## config.mk

```make
export PLATFORM = sky130hd
export DESIGN_NAME = snoop_query_bus_arbiter_top
export DESIGN_NICKNAME = d
export VERILOG_FILES = /design/src/sqba_pkg.sv /design/src/snoop_query_bus_arbiter_top.sv
export SDC_FILE = /design/constraint.sdc
export NUM_CORES = 1
export LEC_CHECK = 0
export BUFFER_PORTS_ARGS = -buffer_cell sky130_fd_sc_hd__clkbuf_2
export CAP_MARGIN = 20
export CELL_PAD_IN_SITES_DETAIL_PLACEMENT = 1
export CELL_PAD_IN_SITES_GLOBAL_PLACEMENT = 1
export CORE_ASPECT_RATIO = 0.5
export CORE_MARGIN = 2
export CORE_UTILIZATION = 25
export DETAILED_ROUTE_END_ITERATION = 12
export MAX_ROUTING_LAYER = met4
export PLACE_DENSITY_LB_ADDON = 0.12
export SLEW_MARGIN = 25
export SYNTH_ARGS = -nofsm -noshare
export SYNTH_HDL_FRONTEND = slang
export SYNTH_SLANG_ARGS = --single-unit
```

## constraint.sdc

```tcl
create_clock -name i_clk -period 6.11 [get_ports i_clk]
set_input_delay 0.3055 -clock i_clk [delete_from_list [all_inputs] [get_ports i_clk]]
set_output_delay 0.3055 -clock i_clk [all_outputs]
set_load 0.005 [all_outputs]
```

## src/sqba_pkg.sv

```systemverilog
// Shared constants for the snoop query bus arbiter: command and action codes
// and the fixed field widths of the bus event and result beats.
// No dependencies.
package sqba_pkg;

    localparam int unsigned ID_W         = 4;
    localparam int unsigned CMD_W        = 3;
    localparam int unsigned ACT_W        = 2;
    localparam int unsigned ADDR_FIELD_W = 32;

    localparam logic [CMD_W-1:0] CMD_LOAD      = 3'd0;
    localparam logic [CMD_W-1:0] CMD_STORE     = 3'd1;
    localparam logic [CMD_W-1:0] CMD_ANSWER    = 3'd2;
    localparam logic [CMD_W-1:0] CMD_CACHE_ACK = 3'd3;
    localparam logic [CMD_W-1:0] CMD_MEM_ACK   = 3'd4;

    localparam logic [ACT_W-1:0] ACT_QUERY      = 2'd0;
    localparam logic [ACT_W-1:0] ACT_MEMORY     = 2'd1;
    localparam logic [ACT_W-1:0] ACT_READ_CACHE = 2'd2;

endpackage

```

## src/snoop_query_bus_arbiter_top.sv

```systemverilog
// Snoop query bus arbiter: takes one bus event per beat and issues at most one
// bus action per event. Throughput is one event per clock cycle while the
// result side accepts; every event is decided by the phase and id registers
// in the cycle it is accepted; its action goes to a one-deep result register.
// The input side stays ready while that register is empty or being drained the
// same cycle, so the only stall comes from backpressure on the result side.
// Load requests query the other caches round robin, starting after the
// requester; a single hit reads from that cache, no hit or a second hit goes
// to memory, and each wait phase ends on its acknowledge.
//
// Top level of the arbiter. Depends on sqba_pkg.
module snoop_query_bus_arbiter_top
    import sqba_pkg::*;
#(
    parameter int unsigned NUM_CACHES = 4,
    parameter int unsigned ADDR_WIDTH = 32
) (
    input  logic                    i_clk,
    input  logic                    i_rst_n,
    input  logic                    i_valid,
    output logic                    o_ready,
    input  logic [CMD_W-1:0]        i_command,
    input  logic [ID_W-1:0]         i_cache_id,
    input  logic [ADDR_FIELD_W-1:0] i_address,
    input  logic                    i_hit,
    output logic                    o_valid,
    input  logic                    i_ready,
    output logic [ACT_W-1:0]        o_action,
    output logic [ID_W-1:0]         o_target_cache,
    output logic [ADDR_FIELD_W-1:0] o_request_address,
    output logic [ID_W-1:0]         o_initiator,
    output logic                    o_is_store
);

    localparam int unsigned HELD_W = (ADDR_WIDTH < ADDR_FIELD_W) ? ADDR_WIDTH : ADDR_FIELD_W;
    localparam logic [ID_W:0] NumCachesW = (ID_W + 1)'(NUM_CACHES);

    typedef enum logic [1:0] {
        PH_IDLE,
        PH_QUERY,
        PH_WAIT_CACHE,
        PH_WAIT_MEM
    } t_phase;

    function automatic logic [ID_W-1:0] next_id(input logic [ID_W-1:0] id);
        logic [ID_W:0] s;
        s = {1'b0, id} + (ID_W + 1)'(1);
        return (s == NumCachesW) ? '0 : s[ID_W-1:0];
    endfunction

    t_phase              r_phase,     n_phase;
    logic [ID_W-1:0]     r_initiator, n_initiator;
    logic [ID_W-1:0]     r_queried,   n_queried;
    logic [ID_W-1:0]     r_supplier,  n_supplier;
    logic                r_hit_seen,  n_hit_seen;
    logic [HELD_W-1:0]   r_held_addr, n_held_addr;
    logic                r_is_store,  n_is_store;

    logic                r_out_valid;
    logic [ACT_W-1:0]    r_action,    n_action;
    logic [ID_W-1:0]     r_target,    n_target;
    logic [HELD_W-1:0]   r_out_addr;
    logic [ID_W-1:0]     r_out_init;
    logic                r_out_store;

    logic                in_accept;
    logic                emit;
    logic                id_ok;
    logic [ID_W-1:0]     q_next;

    assign o_ready   = !r_out_valid || i_ready;
    assign in_accept = i_valid && o_ready;
    assign id_ok     = ({1'b0, i_cache_id} < NumCachesW);
    assign q_next    = next_id(r_queried);

    always_comb begin
        n_phase     = r_phase;
        n_initiator = r_initiator;
        n_queried   = r_queried;
        n_supplier  = r_supplier;
        n_hit_seen  = r_hit_seen;
        n_held_addr = r_held_addr;
        n_is_store  = r_is_store;
        emit        = 1'b0;
        n_action    = ACT_QUERY;
        n_target    = '0;
        if (in_accept) begin
            unique case (r_phase)
                PH_IDLE: begin
                    if ((i_command == CMD_LOAD || i_command == CMD_STORE) && id_ok) begin
                        n_initiator = i_cache_id;
                        n_held_addr = i_address[HELD_W-1:0];
                        emit        = 1'b1;
                        if (i_command == CMD_STORE) begin
                            n_is_store = 1'b1;
                            n_phase    = PH_WAIT_MEM;
                            n_action   = ACT_MEMORY;
                        end else begin
                            n_is_store = 1'b0;
                            n_hit_seen = 1'b0;
                            n_queried  = next_id(i_cache_id);
                            n_phase    = PH_QUERY;
                            n_action   = ACT_QUERY;
                            n_target   = next_id(i_cache_id);
                        end
                    end
                end
                PH_QUERY: begin
                    if (i_command == CMD_ANSWER && i_cache_id == r_queried) begin
                        emit = 1'b1;
                        if (i_hit && r_hit_seen) begin
                            n_hit_seen = 1'b0;
                            n_phase    = PH_WAIT_MEM;
                            n_action   = ACT_MEMORY;
                        end else begin
                            if (i_hit) begin
                                n_hit_seen = 1'b1;
                                n_supplier = r_queried;
                            end
                            n_queried = q_next;
                            if (q_next == r_initiator) begin
                                if (i_hit || r_hit_seen) begin
                                    n_hit_seen = 1'b0;
                                    n_phase    = PH_WAIT_CACHE;
                                    n_action   = ACT_READ_CACHE;
                                    n_target   = i_hit ? r_queried : r_supplier;
                                end else begin
                                    n_phase  = PH_WAIT_MEM;
                                    n_action = ACT_MEMORY;
                                end
                            end else begin
                                n_action = ACT_QUERY;
                                n_target = q_next;
                            end
                        end
                    end
                end
                PH_WAIT_CACHE: begin
                    if (i_command == CMD_CACHE_ACK) begin
                        n_phase = PH_IDLE;
                    end
                end
                PH_WAIT_MEM: begin
                    if (i_command == CMD_MEM_ACK) begin
                        n_phase = PH_IDLE;
                    end
                end
                default: begin
                    n_phase = PH_IDLE;
                end
            endcase
        end
    end

    always_ff @(posedge i_clk) begin
        if (!i_rst_n) begin
            r_phase     <= PH_IDLE;
            r_initiator <= '0;
            r_queried   <= '0;
            r_supplier  <= '0;
            r_hit_seen  <= 1'b0;
            r_held_addr <= '0;
            r_is_store  <= 1'b0;
            r_out_valid <= 1'b0;
        end else begin
            r_phase     <= n_phase;
            r_initiator <= n_initiator;
            r_queried   <= n_queried;
            r_supplier  <= n_supplier;
            r_hit_seen  <= n_hit_seen;
            r_held_addr <= n_held_addr;
            r_is_store  <= n_is_store;
            if (emit) begin
                r_out_valid <= 1'b1;
            end else if (i_ready) begin
                r_out_valid <= 1'b0;
            end
        end
    end

    always_ff @(posedge i_clk) begin
        if (emit) begin
            r_action    <= n_action;
            r_target    <= n_target;
            r_out_addr  <= n_held_addr;
            r_out_init  <= n_initiator;
            r_out_store <= n_is_store;
        end
    end

    assign o_valid           = r_out_valid;
    assign o_action          = r_action;
    assign o_target_cache    = r_target;
    assign o_request_address = ADDR_FIELD_W'(r_out_addr);
    assign o_initiator       = r_out_init;
    assign o_is_store        = r_out_store;

    a_query_not_self: assert property (@(posedge i_clk) disable iff (!i_rst_n)
        (r_phase == PH_QUERY) |-> (r_queried != r_initiator))
        else $error("queried cache equals initiator during a query round");

    a_ids_in_range: assert property (@(posedge i_clk) disable iff (!i_rst_n)
        ({1'b0, r_queried} < NumCachesW) && ({1'b0, r_initiator} < NumCachesW))
        else $error("cache id register beyond cache count");

    a_wait_no_result: assert property (@(posedge i_clk) disable iff (!i_rst_n)
        (in_accept && (r_phase == PH_WAIT_MEM || r_phase == PH_WAIT_CACHE))
        |=> (r_out_valid == $past(r_out_valid && !i_ready)))
        else $error("result produced in a wait phase");

    a_read_enters_wait: assert property (@(posedge i_clk) disable iff (!i_rst_n)
        (emit && n_action == ACT_READ_CACHE) |=> (r_phase == PH_WAIT_CACHE && r_out_valid))
        else $error("cache read issued without entering cache wait");

    a_memory_enters_wait: assert property (@(posedge i_clk) disable iff (!i_rst_n)
        (emit && n_action == ACT_MEMORY) |=> (r_phase == PH_WAIT_MEM && o_target_cache == '0))
        else $error("memory forward issued without entering memory wait");

endmodule
```

======== Word level (Yosys, flattened, before mapping) ========
Index checks and enable logic that the tools add are counted.
word-level totals
  register bits ........................... 92
  bits in latches ......................... 0
  RAM bits ................................ 0
  memory bits (read-only) ................. 0
  bits of input ports ..................... 44
  output and inout bits ................... 45
  word-level logic and storage cells ...... 106
  memories ................................ 0
operators by class
  $add $sub $neg .......................... 2
  multipliers ............................. 0
  div/mod/pow operators ................... 0
  magnitude comparators ................... 1
  equal/unequal tests ..................... 18
  shifts and indexed selects .............. 0
  mux-type cells .......................... 55
  bitwise logic cells ..................... 1
  reductions and logical operators ........ 16
operator list
  kind                 count
  $mux 32              3
  $mux 4               16
  $mux 2               11
  $mux 1               19
  $pmux 4 s2           2
  $ne 2x2->1 const B   6
  $reduce_and 6->1     2
  $add 4x1->5 const B  2
  $eq 5x3->1 const B   2
  $eq 4x4->1           2
  $pmux 2 s4           1
  $eq 3x2->1 const B   2
  $reduce_and 5->1     1
  $eq 2x2->1 const B   2
  $logic_and 1x1->1    4
  $lt 4x3->1 const B   1
  $pmux 1 s2           2
  $pmux 2 s2           1
  $reduce_and 4->1     1
  $reduce_bool 2->1    2
  $eq 3x1->1 const B   1
  $eq 3x3->1 const B   1
  $logic_not 3->1      1
  $logic_or 1x1->1     3
  5 further kinds      5

======== Logic depth before layout (Yosys ltp) ========
  depth after elaboration ................. 8
  depth in mapped cells ................... 9

======== Worst setup path before layout ========
No wires, ideal clock.
  kind .................................... reg-to-reg
  start ................................... register r_queried[0]
  end ..................................... register r_action[0] (netlist: o_action[0]) (enable)
  arrival time ............................ 2.990 ns
  data required time ...................... 5.667 ns
  setup slack ............................. 2.677 ns
  cell stages (with the launch flop) ...... 7
  clock period less this slack ............ 3.433 ns
  path through ............................ dfxtp_1 > clkbuf_1 > xor2_1 > nor3_1 > and2_1 > a21oi_1 > nor2_1
on the way
  longest elaborated chain between the ends .. 5
ends and longest elaborated chain
  what                    RTL line                            source
  start, declared         snoop_query_bus_arbiter_top.sv:53   logic [ID_W-1:0] r_queried, n_queried;
  start signal, assigned  snoop_query_bus_arbiter_top.sv:168  r_queried <= n_queried;
  $eq 4x4->1              snoop_query_bus_arbiter_top.sv:109  if (i_command == CMD_ANSWER && i_cache_id == r_queried) begin
  $logic_and 1x1->1       snoop_query_bus_arbiter_top.sv:109
  $mux 1                  snoop_query_bus_arbiter_top.sv:109
  $pmux 1 s2              snoop_query_bus_arbiter_top.sv:88   unique case (r_phase)
  $mux 1                  snoop_query_bus_arbiter_top.sv:87   if (in_accept) begin
  via emit                snoop_query_bus_arbiter_top.sv:67   logic emit;
  end signal, assigned    snoop_query_bus_arbiter_top.sv:183  r_action <= n_action;
  end, declared           snoop_query_bus_arbiter_top.sv:60   logic [ACT_W-1:0] r_action, n_action;
The timed path passes the listed nets, and every way through them passes these cells.
A chain may end at the register's enable or synchronous reset.

======== Final worst setup path ========
  start ................................... register r_queried[0]
  end ..................................... register r_target[0] (netlist: o_target_cache[0]), data pin
on the way
  longest elaborated chain between the ends .. 8
  elaborated cells between the ends (all ways) .. 12
  those cells by class .................... add/sub: 1; eq/ne: 3; mux: 7; reduce/logical: 1
ends and longest elaborated chain
  what                  RTL line                            source
  $add 4x1->5           snoop_query_bus_arbiter_top.sv:47   s = {1'b0, id} + (ID_W + 1)'(1);
  $eq 5x3->1            snoop_query_bus_arbiter_top.sv:48   return (s == NumCachesW) ? '0 : s[ID_W-1:0];
  $mux 4                snoop_query_bus_arbiter_top.sv:48
  $eq 4x4->1            snoop_query_bus_arbiter_top.sv:121  if (q_next == r_initiator) begin
  $mux 4                snoop_query_bus_arbiter_top.sv:121
  $mux 4                snoop_query_bus_arbiter_top.sv:111  if (i_hit && r_hit_seen) begin
  $mux 4 (*)            snoop_query_bus_arbiter_top.sv:109
  $pmux 4 s2 (*)        snoop_query_bus_arbiter_top.sv:88
  end signal, assigned  snoop_query_bus_arbiter_top.sv:184  r_target <= n_target;
  end, declared         snoop_query_bus_arbiter_top.sv:61   logic [ID_W-1:0] r_target, n_target;
Mark *: on every way between the ends. The rest lies on a longest branch, timed or not.

==> key figures <==
Synthesis
  – Synth Area in Compound Gates: 0.0543
  – Synthesized-area fraction occupied by adder cells: 0.0129
  – Post-Syn Nets: 356
  – Mapped cell area: 0.00387 mm²
  – Post-Synthesis Cells: 308
  – Post-Synth Simple-Gate Area: 0.171
  – Post-synth cell types: between 50 and 60
  – Number of synthesized flops with an enable pin: 43
  – Post-synth ARST share: 0
  – Yosys top cell area share: 0.334
  – Yosys Warn Count: 0
  – Area leader, netlist: edfxtp_1
  – Post-synthesis register bit count: 92
  – Ranking of synthesized cells by area: edfxtp_1 (33%), dfxtp_1 (25%), mux2_2 (6.7%), and2_1 (6.3%), mux2_1 (3.5%)
  – Post-synthesis mux area share: 0.130
  – Synth Area in XOR/XNOR: 0.0226
  – Largest family of logic cells by synthesized area: simple AND/OR/NAND/NOR gates
  – Synth Flop Type: dfxtp_1
  – Syn_area_per_cell: 12.6 µm²
  – Seq/Total Area, Yosys: 0.587

Timing
  – Min Clock Period, post-route: 2.75 ns
  – Tcrit/Tclk final: 0.451
  – Rel. slew slack: 0.374
  – Max frequency: about 360 MHz
  – Final setup fails: 0
  – Setup Skew: 0.00702 ns
  – Final hold viol count: 0
  – Slew @ Worst Pin: between 0.9 and 1 ns
  – RSZ-0062 raised after global routing: false
  – Post-Route Setup TNS: 0 ns
  – Slew Viols, Final: 0

Drt
  – Wire length per cell: 15.4 µm
  – Post-DRT Antenna Nets: 0
  – Via density: approximately 4.3
  – WL final: between 9000 and 10000 µm
  – DR vias: 2581
  – DRT iter0 DRCs: 131
  – DRC: 0
  – First-pass DRT Iterations: 4

Die
  – Standard-cell rows: 32
  – I/O pins: between 80 and 90
  – Starting Density: 0.254
  – Die width: 180 µm
  – Die area: between 0.015 and 0.02 mm²
  – Die Ht: between 90 and 100 µm
  – Core box area: 0.0153 mm²

Power
  – Maximum vdd drop: 0.156 mV
  – Share of total power in the clock network: 0.436
  – Comb power frac: 0.057
  – Int Pwr: 1.00 mW
  – Static leakage: 1.93 nW
  – Sequential group share of total power: 0.507
  – Psw: 0.288 mW
  – Switching Fraction: 0.223
  – PD cells: about 270 mW/mm²

GRT
  – Grt total ovfl: 0
  – Antenna violations before repair: 0
  – Global-route wire length before repair: 14900 µm
  – Largest net degree at the start of global routing: 52
  – Overall routing resource usage: 0.119
  – Vias in the first global route: 2807

Finish
  – Layout cells sized above 1: 0.354
  – Final non-filler cell total: 600
  – Synthesis-to-finish area growth: 24.6%
  – Nets: 439
  – Antenna Cells: 0

Worst setup path
  – Worst Setup End Kind: flop
  – CP Class: reg -> reg
  – Largest delay share family, worst path: simple AND/OR/NAND/NOR gates
  – CP Launch Type: flop
  – CP max stage delay: 0.53 ns
  – Crit path cell chain: ha_1, and3b_1, or3_1, a211oi_2, nand2_2, or4_1, a31oi_1
  – Crit path DAT: 2.94 ns
  – Worst Path Required: 6.29 ns
  – Slowest CP cell: or4_1
  – CP Max Fanout: 9
  – Crit path buffers/inverters: 0

Flow run
  – Max-Cap Viols: 0

Status
  – Status: finished, final reports clean

Clocking
  – Clock latency on the worst-skew pair: 0.34 ns
  – CTS sink count: 92
  – H-tree depth: 3
  – TritonCTS buffer count: 9
  – Root Buffer: clkbuf_16
  – Cts hold-fix bufs: 0
  – Reg clk slew, reported paths: 0.07 ns
  – Post-CTS Setup Bufs: 0
  – Bufs on Longest Clock Path: 2
  – CTS tree: done
  – Number of gates resized after cts: 0

Placement
  – # port buffers: 88
  – GPL Wtd Cong: 0.812
  – DP HPWL: 6430 µm
  – Placed Cells incl. Taps: 584

Hold path
  – Worst hold path type: in -> reg
==> cells in the mapped netlist, types with 2 or more instances <==
cell type and instances:
nor2_1 7, dfxtp_1 49, nor3b_1 5, or4_4 2, a21oi_1 6, nor3_1 3, mux2i_1 11, nand2b_1 5
o31ai_1 2, ha_1 4, buf_1 4, nor2b_1 10, o21ai_0 5, mux2_1 12, or3_1 3, xnor2_1 3
clkbuf_1 9, nor4bb_1 2, buf_2 3, mux2_2 23, and2_1 39, a31oi_1 2, inv_1 3, nand3_1 7
a21boi_0 3, or4_1 2, xor2_1 7, and3_1 2, edfxtp_1 43, or2_2 2, nand2_1 8
==> cell families after synthesis <==
logic type               after synthesis
XOR/XNOR                              10
buffers and inverters                 20
AO/OA/AOI/OAI                         29
adder cells (fa/ha/maj)                4
AND/OR/NAND/NOR                      107
flip-flops                            92
multiplexers                          46
==> worst reg2reg max path, cell delays in order (launching register included) <==
cell and delay, ns:
dfxtp_1 0.43, ha_1 0.30, and3b_1 0.21, or3_1 0.36, a211oi_2 0.42, nand2_2 0.18, or4_1 0.53, a31oi_1 0.19
==> worst paths after layout <==
check                       startpoint                               to  slack, ns  cells past startpoint
max          r_queried[0]$_SDFFE_PN0P_  o_target_cache[0]$_SDFFCE_PN0P_       3.36                      7
min                      i_address[19]  o_request_address[19]$_DFFE_PP_       0.27                      2
max reg2reg  r_queried[0]$_SDFFE_PN0P_  o_target_cache[0]$_SDFFCE_PN0P_       3.36                      7
min reg2reg  r_initiator[2]$_SDFF_PN0_        r_initiator[2]$_SDFF_PN0_       0.51                      1
==> power by group through the flow <==
| stage | Sequential (mW) | Combinational, mW | Clock, mW |
|---|---|---|---|
| 6_report | 0.655 | 0.0733 | 0.562 |
| 5_1_grt | 0.656 | 0.0823 | 0.610 |
| 4_1_cts | 0.655 | 0.0752 | 0.582 |
| 3_5_place_dp | 0.669 | 0.0748 | 0 |
| 3_3_place_gp | 0.668 | 0.0736 | 0 |
| 2_1_floorplan | 0.666 | 0.0424 | 0 |
==> routing by layer <==
| layer | routed length (µm) | up-vias | global-route usage | share of wire |
|---|---|---|---|---|
| li1 | - | 1263 | - | - |
| met1 | 4140 | 1262 | 0.139 | 0.45 |
| met2 | 4610 | 44 | 0.201 | 0.50 |
| met3 | 308 | 12 | 0.0322 | 0.033 |
| met4 | 159 | 0 | 0.0413 | 0.017 |
| met5 | 0 | - | - | 0 |
==> final cells by class <==
class	instances	area, µm²
clock inverter	6	71.3
multi-input combinational	196	1540
inverter	3	11.3
sequential	92	2270
tap	204	255
timing repair buffer	89	448
fill	1687	10400
clock buffer	10	229
==> placed cells by master, fill, tap and decap left out, types with 4 or more instances in the layout <==
master / synthesis / final
mux2_2: 23 / 23
ha_1: 4 / 4
dfxtp_1: 49 / 49
clkbuf_2: 0 / 88
nor2b_1: 10 / 10
and2_1: 39 / 39
a21oi_1: 6 / 6
nor2_1: 7 / 6
clkbuf_16: 0 / 9
o21ai_0: 5 / 5
edfxtp_1: 43 / 43
mux2i_1: 11 / 11
nor3b_1: 5 / 5
mux2_1: 12 / 12
nand2b_1: 5 / 5
nand3_1: 7 / 6
xor2_1: 7 / 7
nand2_1: 8 / 8
==> through the flow <==
stage          utilization  setup slack, ns  power [mW]  area (µm²)  hold WS [ns]
6_report             0.316             3.36        1.29        4820         0.267
5_1_grt              0.316             3.12        1.35        4820         0.256
3_3_place_gp         0.296             2.95       0.742        4510         0.500
2_1_floorplan            -             2.68       0.708        3870         0.465
4_1_cts              0.316             3.21        1.31        4810         0.252
3_5_place_dp         0.296             2.85       0.744        4510         0.504
==> sequential cells by signal (all words and copies together) (netlist names) <==
register / count
o_initiator: 4
r_queried: 4
r_is_store: 1
r_initiator: 4
o_target_cache: 4
o_is_store: 1
r_hit_seen: 1
o_valid: 1
o_request_address: 32
r_phase: 2
r_held_addr: 32
r_supplier: 4
o_action: 2
(Power assumes the default switching activity.)
